$ cat config.mk
export PLATFORM = sky130hd
export DESIGN_NAME = script_flow_sequencer_flat
export DESIGN_NICKNAME = d
export VERILOG_FILES = /design/src/scf_pkg.sv /design/src/scf_req_if.sv /design/src/scf_rsp_if.sv /design/src/scf_stack.sv /design/src/scf_rsp_buf.sv /design/src/script_flow_sequencer.sv /design/src/flat_wrapper.sv
export SDC_FILE = /design/constraint.sdc
export NUM_CORES = 1
export LEC_CHECK = 0
export BUFFER_PORTS_ARGS = -buffer_cell sky130_fd_sc_hd__buf_2
export CORE_ASPECT_RATIO = 1.75
export CORE_MARGIN = 4
export CORE_UTILIZATION = 50
export CTS_CLUSTER_DIAMETER = 200
export DETAILED_ROUTE_END_ITERATION = 8
export PLACE_DENSITY_LB_ADDON = 0.1
export SLEW_MARGIN = 10
export SYNTH_ARGS = -nofsm -noshare
export SYNTH_HDL_FRONTEND = slang
export SYNTH_SLANG_ARGS = --single-unit
$ cat constraint.sdc
create_clock -name clock -period 5.3 [get_ports clock]
set_input_delay 0.53 -clock clock [delete_from_list [all_inputs] [get_ports clock]]
set_output_delay 0.53 -clock clock [all_outputs]
set_load 0.005 [all_outputs]
$ cat src/scf_pkg.sv
// ---------------------------------------------------------------------------
// scf_pkg
// Shared types and constants of the script flow sequencer.
// ---------------------------------------------------------------------------
package scf_pkg;

   // Return stack depth default
   localparam int DEFAULT_STACK_DEPTH = 16;

   // Field widths
   localparam int CLUSTER_W = 16;
   localparam int OFFSET_W  = 12;
   localparam int ENTRY_W   = CLUSTER_W + OFFSET_W;

   // Reset value of the slot present mask
   localparam logic [7:0] SLOT_MASK_RESET = 8'd27;

   // Cluster code that keeps the current cluster
   localparam logic [CLUSTER_W-1:0] KEEP_CLUSTER = 16'hFFFF;

   // Offset steps
   localparam logic [OFFSET_W-1:0] UNIT_STEP = 12'd8;
   localparam logic [OFFSET_W-1:0] CMD_STEP  = 12'd4;

   // Interpreter opcodes (bits 6..4 of the opcode byte)
   localparam logic [2:0] OP_IF     = 3'd1;
   localparam logic [2:0] OP_GOTO   = 3'd2;
   localparam logic [2:0] OP_CALL   = 3'd3;
   localparam logic [2:0] OP_RETURN = 3'd4;

   // Result status codes
   typedef enum logic [2:0] {
      ST_OK        = 3'd0,
      ST_NO_UNIT   = 3'd1,
      ST_UNIT_ERR  = 3'd2,
      ST_BAD_OP    = 3'd3,
      ST_OVERFLOW  = 3'd4,
      ST_UNDERFLOW = 3'd5
   } status_type;

   // Stack control from the sequencer
   typedef struct packed {
      logic               push;
      logic               pop;
      logic [ENTRY_W-1:0] data;
   } stack_ctl_type;

   // Stack status to the sequencer
   typedef struct packed {
      logic               full;
      logic               empty;
      logic [ENTRY_W-1:0] tos;
   } stack_stat_type;

   // One result item
   typedef struct packed {
      status_type           status;
      logic                 dispatch;
      logic [2:0]           unit_slot;
      logic [CLUSTER_W-1:0] cluster_now;
      logic [OFFSET_W-1:0]  offset_now;
      logic                 cluster_load;
   } rsp_type;

endpackage

$ cat src/scf_req_if.sv
// ---------------------------------------------------------------------------
// scf_req_if
// Request channel: one fetched command with its coprocessor result.
// ---------------------------------------------------------------------------
interface scf_req_if;
   logic        valid;
   logic        ready;
   logic [15:0] cluster_field;
   logic [7:0]  offset_low_byte;
   logic [7:0]  opcode_byte;
   logic        unit_ok;
   logic        unit_result_zero;

   modport source (
      output valid, cluster_field, offset_low_byte, opcode_byte, unit_ok, unit_result_zero,
      input  ready
   );
   modport sink (
      input  valid, cluster_field, offset_low_byte, opcode_byte, unit_ok, unit_result_zero,
      output ready
   );
endinterface

$ cat src/scf_rsp_if.sv
// ---------------------------------------------------------------------------
// scf_rsp_if
// Response channel: sequencer status and position after one command.
// ---------------------------------------------------------------------------
interface scf_rsp_if;
   logic        valid;
   logic        ready;
   logic [2:0]  status;
   logic        dispatch;
   logic [2:0]  unit_slot;
   logic [15:0] cluster_now;
   logic [11:0] offset_now;
   logic        cluster_load;

   modport source (
      output valid, status, dispatch, unit_slot, cluster_now, offset_now, cluster_load,
      input  ready
   );
   modport sink (
      input  valid, status, dispatch, unit_slot, cluster_now, offset_now, cluster_load,
      output ready
   );
endinterface

$ cat src/scf_stack.sv
// ---------------------------------------------------------------------------
// scf_stack
// Return stack. The top entry and the one below it sit in registers; deeper
// entries live in a memory, read into the second on pops at depth 3 or more.
// ---------------------------------------------------------------------------
module scf_stack #(
   parameter int STACK_DEPTH = scf_pkg::DEFAULT_STACK_DEPTH
) (
   input  logic                   clock,
   input  logic                   reset,
   input  scf_pkg::stack_ctl_type ctl,
   output scf_pkg::stack_stat_type stat
);
   localparam int AW = (STACK_DEPTH > 1) ? $clog2(STACK_DEPTH) : 1;
   localparam int DW = $clog2(STACK_DEPTH + 1);
   localparam int EW = scf_pkg::ENTRY_W;

   logic [DW-1:0] depth_ff, depth_in;
   logic [EW-1:0] tos_ff;
   logic [EW-1:0] nos_ff;
   logic [EW-1:0] mem [STACK_DEPTH];

   logic [DW-1:0] depth_m1;
   logic [DW-1:0] depth_m3;
   logic [AW-1:0] wr_addr;
   logic [AW-1:0] rd_addr;

   assign depth_m1 = depth_ff - DW'(1);
   assign depth_m3 = depth_ff - DW'(3);
   assign wr_addr  = depth_m1[AW-1:0];
   assign rd_addr  = depth_m3[AW-1:0];

   // Track depth
   always_comb begin
      depth_in = depth_ff;
      if (ctl.push) begin
         depth_in = depth_ff + DW'(1);
      end else if (ctl.pop) begin
         depth_in = depth_m1;
      end
   end

   always_ff @(posedge clock) begin
      if (reset) begin
         depth_ff <= '0;
      end else begin
         depth_ff <= depth_in;
      end
   end

   // Spill the old top into memory on push
   always_ff @(posedge clock) begin
      if (ctl.push && (depth_ff != '0)) begin
         mem[wr_addr] <= tos_ff;
      end
   end

   // Shift the top two entries; refill the second from memory on pop at depth >= 3
   always_ff @(posedge clock) begin
      if (ctl.push) begin
         tos_ff <= ctl.data;
         nos_ff <= tos_ff;
      end else if (ctl.pop) begin
         tos_ff <= nos_ff;
         if (depth_ff >= DW'(3)) begin
            nos_ff <= mem[rd_addr];
         end
      end
   end

   assign stat.full  = (depth_ff == DW'(STACK_DEPTH));
   assign stat.empty = (depth_ff == '0);
   assign stat.tos   = tos_ff;

   // Checks
   a_push_pop_excl: assert property (@(posedge clock) disable iff (reset)
      !(ctl.push && ctl.pop))
      else $error("stack push and pop in one cycle");

   a_no_push_full: assert property (@(posedge clock) disable iff (reset)
      ctl.push |-> (depth_ff != DW'(STACK_DEPTH)))
      else $error("push on full stack");

   a_no_pop_empty: assert property (@(posedge clock) disable iff (reset)
      ctl.pop |-> (depth_ff != '0))
      else $error("pop on empty stack");

   a_push_grows: assert property (@(posedge clock) disable iff (reset)
      ctl.push |=> (depth_ff == $past(depth_ff) + DW'(1)))
      else $error("depth did not grow after push");

endmodule

$ cat src/scf_rsp_buf.sv
// ---------------------------------------------------------------------------
// scf_rsp_buf
// Output register with a skid entry, so a request is taken while a finished
// response still waits on the receiver.
// ---------------------------------------------------------------------------
module scf_rsp_buf (
   input  logic             clock,
   input  logic             reset,
   input  logic             in_accept,
   input  scf_pkg::rsp_type in_data,
   output logic             in_ready,
   scf_rsp_if.source        rsp_chan
);
   logic             out_valid_ff, out_valid_in;
   logic             skid_valid_ff, skid_valid_in;
   scf_pkg::rsp_type out_data_ff, out_data_in;
   scf_pkg::rsp_type skid_data_ff, skid_data_in;
   logic             take;

   assign take     = out_valid_ff && rsp_chan.ready;
   assign in_ready = !skid_valid_ff;

   // Move responses between input, skid and output
   always_comb begin
      out_valid_in  = out_valid_ff;
      skid_valid_in = skid_valid_ff;
      out_data_in   = out_data_ff;
      skid_data_in  = skid_data_ff;
      if (skid_valid_ff) begin
         if (take) begin
            out_data_in   = skid_data_ff;
            skid_valid_in = 1'b0;
         end
      end else if (in_accept) begin
         if (!out_valid_ff || take) begin
            out_valid_in = 1'b1;
            out_data_in  = in_data;
         end else begin
            skid_valid_in = 1'b1;
            skid_data_in  = in_data;
         end
      end else if (take) begin
         out_valid_in = 1'b0;
      end
   end

   always_ff @(posedge clock) begin
      if (reset) begin
         out_valid_ff  <= 1'b0;
         skid_valid_ff <= 1'b0;
      end else begin
         out_valid_ff  <= out_valid_in;
         skid_valid_ff <= skid_valid_in;
      end
   end

   always_ff @(posedge clock) begin
      out_data_ff  <= out_data_in;
      skid_data_ff <= skid_data_in;
   end

   assign rsp_chan.valid        = out_valid_ff;
   assign rsp_chan.status       = out_data_ff.status;
   assign rsp_chan.dispatch     = out_data_ff.dispatch;
   assign rsp_chan.unit_slot    = out_data_ff.unit_slot;
   assign rsp_chan.cluster_now  = out_data_ff.cluster_now;
   assign rsp_chan.offset_now   = out_data_ff.offset_now;
   assign rsp_chan.cluster_load = out_data_ff.cluster_load;

endmodule

$ cat src/script_flow_sequencer.sv
// ---------------------------------------------------------------------------
// script_flow_sequencer
// Control-flow sequencer for a stream of 4-byte script commands.
// ---------------------------------------------------------------------------
// Usage:
//   req_chan carries one fetched command with the attached coprocessor's
//   ok flag and zero flag. rsp_chan returns, per request, the status, the
//   dispatch flag and slot, the current cluster and offset, and whether a
//   new cluster must be loaded. csr_wr_en/csr_wr_data write the slot
//   present mask; write it only while the block is idle.
//   Response: held in the output register, or in the skid entry on a stall.
//   Throughput: one request per cycle while the skid entry is empty; decode,
//   stack access and branch resolution are combinational into state registers.
//   Stall: an output register plus one skid entry hold responses; req_chan
//   ready drops only while the skid entry is full, and rises again as soon
//   as the receiver takes a response.
//   Reset: cluster, offset, stack depth, pending branch and zero flag clear,
//   the mask returns to 8'd27; the stack memory itself is not cleared.
// ---------------------------------------------------------------------------
module script_flow_sequencer #(
   parameter int STACK_DEPTH = scf_pkg::DEFAULT_STACK_DEPTH
) (
   input  logic       clock,
   input  logic       reset,
   scf_req_if.sink    req_chan,
   scf_rsp_if.source  rsp_chan,
   input  logic       csr_wr_en,
   input  logic [7:0] csr_wr_data
);
   localparam int CW = scf_pkg::CLUSTER_W;
   localparam int OW = scf_pkg::OFFSET_W;
   localparam int EW = scf_pkg::ENTRY_W;

   logic [7:0]    mask_ff;
   logic [CW-1:0] cluster_ff, cluster_in;
   logic [OW-1:0] offset_ff, offset_in;
   logic          pend_ff, pend_in;
   logic [EW-1:0] tgt_ff, tgt_in;
   logic          lz_ff, lz_in;

   logic                    accept;
   logic                    buf_ready;
   scf_pkg::stack_ctl_type  stk_ctl;
   scf_pkg::stack_stat_type stk_stat;
   scf_pkg::rsp_type        rsp_data;

   logic [OW-1:0]   cmd_off;
   logic [OW-1:0]   off_step4;
   logic [2:0]      field_hi;
   logic            resolve;
   logic            load;
   scf_pkg::status_type status;

   assign req_chan.ready = buf_ready;
   assign accept         = req_chan.valid && buf_ready;

   assign cmd_off   = {req_chan.opcode_byte[3:0], req_chan.offset_low_byte};
   assign off_step4 = offset_ff + scf_pkg::CMD_STEP;
   assign field_hi  = req_chan.opcode_byte[6:4];

   // Decode one command and work out the next sequencer state
   always_comb begin
      cluster_in  = cluster_ff;
      offset_in   = offset_ff;
      pend_in     = pend_ff;
      tgt_in      = tgt_ff;
      lz_in       = lz_ff;
      status      = scf_pkg::ST_OK;
      resolve     = 1'b0;
      load        = 1'b0;
      stk_ctl     = '0;
      rsp_data    = '0;

      if (req_chan.opcode_byte[7]) begin
         // Coprocessor command
         rsp_data.unit_slot = field_hi;
         if (!mask_ff[field_hi]) begin
            status = scf_pkg::ST_NO_UNIT;
         end else begin
            rsp_data.dispatch = 1'b1;
            lz_in = req_chan.unit_result_zero;
            if (!req_chan.unit_ok) begin
               status = scf_pkg::ST_UNIT_ERR;
            end else begin
               offset_in = offset_ff + scf_pkg::UNIT_STEP;
               resolve   = 1'b1;
            end
         end
      end else begin
         // Interpreter command
         offset_in = off_step4;
         case (field_hi)
            scf_pkg::OP_IF: begin
               if (!pend_ff) begin
                  pend_in = 1'b1;
                  tgt_in  = {req_chan.cluster_field, cmd_off};
               end
            end
            scf_pkg::OP_GOTO: begin
               if (req_chan.cluster_field != scf_pkg::KEEP_CLUSTER) begin
                  cluster_in = req_chan.cluster_field;
                  load       = 1'b1;
               end
               offset_in = cmd_off;
               resolve   = 1'b1;
            end
            scf_pkg::OP_CALL: begin
               if (stk_stat.full) begin
                  status = scf_pkg::ST_OVERFLOW;
               end else begin
                  stk_ctl.push = accept;
                  stk_ctl.data = {cluster_ff, off_step4};
                  if (req_chan.cluster_field != scf_pkg::KEEP_CLUSTER) begin
                     cluster_in = req_chan.cluster_field;
                     load       = 1'b1;
                  end
                  offset_in = cmd_off;
                  resolve   = 1'b1;
               end
            end
            scf_pkg::OP_RETURN: begin
               if (stk_stat.empty) begin
                  status = scf_pkg::ST_UNDERFLOW;
               end else begin
                  stk_ctl.pop = accept;
                  cluster_in  = stk_stat.tos[EW-1:OW];
                  offset_in   = stk_stat.tos[OW-1:0];
                  load        = 1'b1;
                  resolve     = 1'b1;
               end
            end
            default: begin
               status = scf_pkg::ST_BAD_OP;
            end
         endcase
      end

      // Drop or resolve the pending branch
      if (status != scf_pkg::ST_OK) begin
         pend_in = 1'b0;
      end else if (resolve && pend_ff) begin
         pend_in = 1'b0;
         if (lz_in) begin
            if (tgt_ff[EW-1:OW] != scf_pkg::KEEP_CLUSTER) begin
               cluster_in = tgt_ff[EW-1:OW];
               load       = 1'b1;
            end
            offset_in = tgt_ff[OW-1:0];
         end
      end

      rsp_data.status       = status;
      rsp_data.cluster_now  = cluster_in;
      rsp_data.offset_now   = offset_in;
      rsp_data.cluster_load = load;
   end

   // Hold sequencer state; advance on each accepted request
   always_ff @(posedge clock) begin
      if (reset) begin
         cluster_ff <= '0;
         offset_ff  <= '0;
         pend_ff    <= 1'b0;
         tgt_ff     <= '0;
         lz_ff      <= 1'b0;
      end else if (accept) begin
         cluster_ff <= cluster_in;
         offset_ff  <= offset_in;
         pend_ff    <= pend_in;
         tgt_ff     <= tgt_in;
         lz_ff      <= lz_in;
      end
   end

   // Slot present mask
   always_ff @(posedge clock) begin
      if (reset) begin
         mask_ff <= scf_pkg::SLOT_MASK_RESET;
      end else if (csr_wr_en) begin
         mask_ff <= csr_wr_data;
      end
   end

   scf_stack #(
      .STACK_DEPTH (STACK_DEPTH)
   ) u_stack (
      .clock (clock),
      .reset (reset),
      .ctl   (stk_ctl),
      .stat  (stk_stat)
   );

   scf_rsp_buf u_rsp_buf (
      .clock     (clock),
      .reset     (reset),
      .in_accept (accept),
      .in_data   (rsp_data),
      .in_ready  (buf_ready),
      .rsp_chan  (rsp_chan)
   );

endmodule
$ cat src/flat_wrapper.sv
// flat-port wrapper written by rule: the top's interface ports become plain ports
module script_flow_sequencer_flat 
#(
   parameter int STACK_DEPTH = scf_pkg::DEFAULT_STACK_DEPTH
)
  (clock, reset, csr_wr_en, csr_wr_data, req_chan_valid, req_chan_cluster_field, req_chan_offset_low_byte, req_chan_opcode_byte, req_chan_unit_ok, req_chan_unit_result_zero, req_chan_ready, rsp_chan_valid, rsp_chan_status, rsp_chan_dispatch, rsp_chan_unit_slot, rsp_chan_cluster_now, rsp_chan_offset_now, rsp_chan_cluster_load, rsp_chan_ready);
  scf_req_if req_chan_i ();
  scf_rsp_if rsp_chan_i ();
  input  logic clock;
  input  logic reset;
  input  logic csr_wr_en;
  input  logic [7:0] csr_wr_data;
  input wire logic [$bits(req_chan_i.valid)-1:0] req_chan_valid;
  input wire logic [$bits(req_chan_i.cluster_field)-1:0] req_chan_cluster_field;
  input wire logic [$bits(req_chan_i.offset_low_byte)-1:0] req_chan_offset_low_byte;
  input wire logic [$bits(req_chan_i.opcode_byte)-1:0] req_chan_opcode_byte;
  input wire logic [$bits(req_chan_i.unit_ok)-1:0] req_chan_unit_ok;
  input wire logic [$bits(req_chan_i.unit_result_zero)-1:0] req_chan_unit_result_zero;
  output wire logic [$bits(req_chan_i.ready)-1:0] req_chan_ready;
  output wire logic [$bits(rsp_chan_i.valid)-1:0] rsp_chan_valid;
  output wire logic [$bits(rsp_chan_i.status)-1:0] rsp_chan_status;
  output wire logic [$bits(rsp_chan_i.dispatch)-1:0] rsp_chan_dispatch;
  output wire logic [$bits(rsp_chan_i.unit_slot)-1:0] rsp_chan_unit_slot;
  output wire logic [$bits(rsp_chan_i.cluster_now)-1:0] rsp_chan_cluster_now;
  output wire logic [$bits(rsp_chan_i.offset_now)-1:0] rsp_chan_offset_now;
  output wire logic [$bits(rsp_chan_i.cluster_load)-1:0] rsp_chan_cluster_load;
  input wire logic [$bits(rsp_chan_i.ready)-1:0] rsp_chan_ready;
  assign req_chan_i.valid = req_chan_valid;
  assign req_chan_i.cluster_field = req_chan_cluster_field;
  assign req_chan_i.offset_low_byte = req_chan_offset_low_byte;
  assign req_chan_i.opcode_byte = req_chan_opcode_byte;
  assign req_chan_i.unit_ok = req_chan_unit_ok;
  assign req_chan_i.unit_result_zero = req_chan_unit_result_zero;
  assign req_chan_ready = req_chan_i.ready;
  assign rsp_chan_valid = rsp_chan_i.valid;
  assign rsp_chan_status = rsp_chan_i.status;
  assign rsp_chan_dispatch = rsp_chan_i.dispatch;
  assign rsp_chan_unit_slot = rsp_chan_i.unit_slot;
  assign rsp_chan_cluster_now = rsp_chan_i.cluster_now;
  assign rsp_chan_offset_now = rsp_chan_i.offset_now;
  assign rsp_chan_cluster_load = rsp_chan_i.cluster_load;
  assign rsp_chan_i.ready = rsp_chan_ready;
  script_flow_sequencer #(.STACK_DEPTH(STACK_DEPTH)) u_core (.clock(clock), .reset(reset), .req_chan(req_chan_i), .rsp_chan(rsp_chan_i), .csr_wr_en(csr_wr_en), .csr_wr_data(csr_wr_data));
endmodule
==> out/qor.tcl <==
set qor(run_status) {finished clean}
set qor(timing.setup.critical_path_class) {reg -> reg}
set qor(clk_pin_slew_worst_paths_ps) 70
set qor(floorplan.die_area_mm2) 0.05706
set qor(multiInputGateArea_mm2) 0.007572
set qor(cts_buffer_depth) 3
set qor(design.final.nets) 1784
set qor(postSynthAreaPerCell_um2) 16.26
set qor(synthDistinctLibCells) 74
set qor(fin_setup_tns_ps) 0
set qor(share_clk_of_total_power_pct) 42.0
set qor(htreeDepth) 2
set qor(r2r.worst_path.cells) 9
set qor(finClkSkew_ps) 23.42
set qor(worst_slew_pin_slew_ps) 1285
set qor(grt_first_pass_wirelength_um) 97500
set qor(placement.io_buffers) 84
set qor(seq_power_share_pct) 53.4
set qor(switching_part_of_the_total_pct) 20.90
set qor(cp.arrival_ps) 4220
set qor(seq_area_mm2) 0.01876
set qor(worst-r2r-setup-slack_ps) 1450
set qor(detailedRoute.firstPassIterationCount) 6
set qor(maxSlewViolCount) 0
set qor(initial_core_util_pct) 50.63
set qor(rows) 111
set qor(cts_post_setup_buffers_inserted) 0
set qor(timing.hold.worst_path_depth) 2
set qor(final_min_period_over_clock_period_pct) 72.60
set qor(total_switching_power_mw) 2.197
set qor(insertion_delay_ps) 620
set qor(critical_path.max_fanout) 33
set qor(post-place-ws_ps) 1411
set qor(max-cap-violations) 0
set qor(part_of_the_total_power_dissipated_in_combinational_logic_pct) 4.6
set qor(hold_violation_count_in_the_final_report) 0
set qor(grt_start_max_net_pins) 100
set qor(areal_power_density_over_the_cells_mw_per_mm2) 349.9
set qor(crit_path_end_kind) {flop}
set qor(area_overhead_of_the_layout_relative_to_synthesis_pct) 13.03
set qor(yosys.area.top_type) {edfxtp_1}
set qor(fmaxAchievable_mhz) 259.9
set qor(drc) 0
set qor(detail-route-antenna-nets) 0
set qor(timing.final.setup_violations) 0
set qor(synth_async_sr_flop_share_pct) 0
set qor(wl_per_cell_um) 26.37
set qor(clock_tree_sinks) 649
set qor(synth_seq_cells) 649
set qor(globalplace.congestion) 0.8775
set qor(post-route-min-period_ps) 3848
set qor(gr_overflow_total) 0
set qor(postCtsResizedCells) 0
set qor(synth_enable_flop_cells) 576
set qor(cts_root_buf) {clkbuf_16}
set qor(vias_per_cell) 5.983
set qor(yosysWarningCount) 0
set qor(synth.top_cell.area_share_pct) 65.07
set qor(diodes) 0
set qor(vias_in_the_first_global_route) 15240
set qor(clock_buffers_created_by_tritoncts) 55
set qor(peakVddDrop_mv) 0.2936
set qor(post-route-worst-setup-slack_ps) 1452
set qor(place_area_mm2) 0.02805
set qor(drt_first_iter_violations) 1299
set qor(synthesis.nets) 1690
set qor(setup_repair_after_global_routing_missed_its_margin) {no}
set qor(grt_usage_pct) 22.78
set qor(via_count) 14680
set qor(layout.filler_cells) 4102
set qor(netlist_area_mm2) 0.02658
set qor(leakagePower_nw) 9.940
set qor(dpl.hpwl_um) 39550
set qor(final_area_mm2) 0.03005
set qor(slew_headroom_pct) 13.97
set qor(cts_tree) {done}
set qor(worstPathRequired_ps) 5670
set qor(drive_gt1_share_pct) 24.51
set qor(synth_area_leaders) {edfxtp_1 65%, mux4_2 12%, dfxtp_1 5.5%}
set qor(postSynth.topFlopCell) {edfxtp_1}
set qor(hold_class) {in -> reg}
set qor(die_w_um) 182.3
set qor(synth.yosys.seq_area_share_pct) 70.57
set qor(cell_internal_pwr_mw) 8.315
set qor(synth_cells) 1635
set qor(io_pins) 85
set qor(totalWireLength_um) 64680
set qor(number_of_antenna_violations_at_the_first_check_in_global_routing) 0
set qor(die_height_um) 313.0
set qor(core_area_mm2) 0.05250
set qor(cts_hold_repair.buffers) 0
set qor(crit_path_start_kind) {flop}
-- sequential cells by signal, summed over array words and instances (netlist names), 3 cells and up --
| signal | flops |
|---|---|
| u_core.u_stack.nos_ff | 28 |
| u_core.u_stack.tos_ff | 28 |
| u_core.u_rsp_buf.rsp_chan.unit_slot | 3 |
| u_core.cluster_ff | 16 |
| u_core.tgt_ff | 28 |
| u_core.mask_ff | 8 |
| u_core.u_rsp_buf.rsp_chan.offset_now | 12 |
| u_core.offset_ff | 12 |
| u_core.u_rsp_buf.rsp_chan.cluster_now | 16 |
| u_core.u_stack.depth_ff | 5 |
| u_core.u_rsp_buf.skid_data_ff | 36 |
| u_core.u_rsp_buf.rsp_chan.status | 3 |
| u_core.u_stack.mem | 448 |
-- stage by stage --
stage	std cells	utilization (%)	power, mW	hold WS (ps)
CTS	2453	57.23	10.59	80.76
global route	2453	57.23	10.84	118.4
detailed placement	2350	53.43	6.209	445.0
floorplan	1635	-	6.029	431.2
global placement	2350	53.43	6.204	441.1
finish	2453	57.23	10.51	105.4
-- cell usage after synthesis (all sizes together), types with 3 or more instances --
library cell / instances
a211oi: 6
a21o: 5
a21oi: 83
a221o: 17
a221oi: 5
a222oi: 15
a22o: 8
a22oi: 7
a311oi: 3
and2: 5
and3: 18
buf: 30
clkbuf: 64
dfxtp: 73
edfxtp: 576
ha: 8
inv: 18
mux2: 33
mux2i: 14
mux4: 140
nand2: 281
nand2b: 5
nand3: 9
nand4: 13
nor2: 80
nor2b: 4
nor3: 9
nor4: 3
o211a: 3
o211ai: 6
o21a: 7
o21ai: 23
o22ai: 5
o31ai: 5
or2: 4
xnor2: 13
xor2: 6
-- layout make-up --
type / count / share of cell area (%)
Multi-Input combinational cell: 873 / 25.20
Clock buffer: 72 / 5.322
Clock inverter: 31 / 1.312
Tap cell: 678 / 2.823
Inverter: 19 / 0.2374
Sequential cell: 649 / 62.45
Timing Repair Buffer: 131 / 2.657
-- path summary, 6_finish.rpt --
| path | from | to |
|---|---|---|
| max | u_core.u_stack.depth_ff[0]$_SDFFE_PP0P_ | u_core.u_rsp_buf.rsp_chan.cluster_now[3]$_DFFE_PP_ |
| min | rsp_chan_ready | u_core.u_rsp_buf.skid_valid_ff$_SDFF_PP0_ |
| max reg2reg | u_core.u_stack.depth_ff[0]$_SDFFE_PP0P_ | u_core.u_rsp_buf.rsp_chan.cluster_now[3]$_DFFE_PP_ |
| min reg2reg | u_core.tgt_ff[6]$_SDFFE_PP0P_ | u_core.tgt_ff[6]$_SDFFE_PP0P_ |
-- metal layers --
layer	wire length, µm	GRT usage (%)	vias up
li1	-	-	6583
met3	3379	2.299	108
met2	33900	40.07	510
met4	2159	7.682	0
met5	0	0	-
met1	25240	29.80	7476
-- kinds of logic after synthesis --
| logic type | share of synthesized area, % |
|---|---|
| DFF | 70.57 |
| and+or+nand+nor | 7.193 |
| AOI/OAI and AO/OA | 5.691 |
| muxes | 13.79 |
| buffers and inverters | 1.728 |
| xor gates and xnor gates | 0.6543 |
| adders and majority gates | 0.3766 |
-- cell usage in the layout, fill, tap and decap left out, types with 6 or more instances in the layout --
master and n:
clkinv_2 7, nor2_4 16, nor2_1 62, inv_1 18, o21ai_0 19, edfxtp_1 576, a21oi_1 80, nand2_1 280
nand4_1 13, xor2_1 6, buf_4 45, mux2_2 33, a221o_1 17, ha_1 7, o21a_1 7, buf_2 84
clkbuf_16 62, mux2i_1 14, xnor2_1 11, and3_1 18, a22oi_1 7, a222oi_1 15, bufinv_16 8, nand3_1 9
nor3_1 7, mux4_2 140, dfxtp_1 72, clkbuf_1 9, a211oi_1 6, o211ai_1 6, a22o_1 8
-- critical path: stages (launching register included) --
cell,delay (ps)
dfxtp_4,640
inv_1,230
ha_4,230
nor4b_2,170
nor2_4,680
o21ai_1,300
a21o_1,440
a222oi_1,390
a21oi_1,160
mux2_2,320
-- power by group through the flow --
stage / clock [mW] / combinational, mW / sequential (mW)
after global routing: 4.70 / 0.520 / 5.62
after detailed placement: 0 / 0.481 / 5.73
after CTS: 4.49 / 0.484 / 5.62
after global placement: 0 / 0.476 / 5.73
after floorplan: 0 / 0.313 / 5.72
final: 4.42 / 0.480 / 5.62
(Power assumes the default switching activity.)
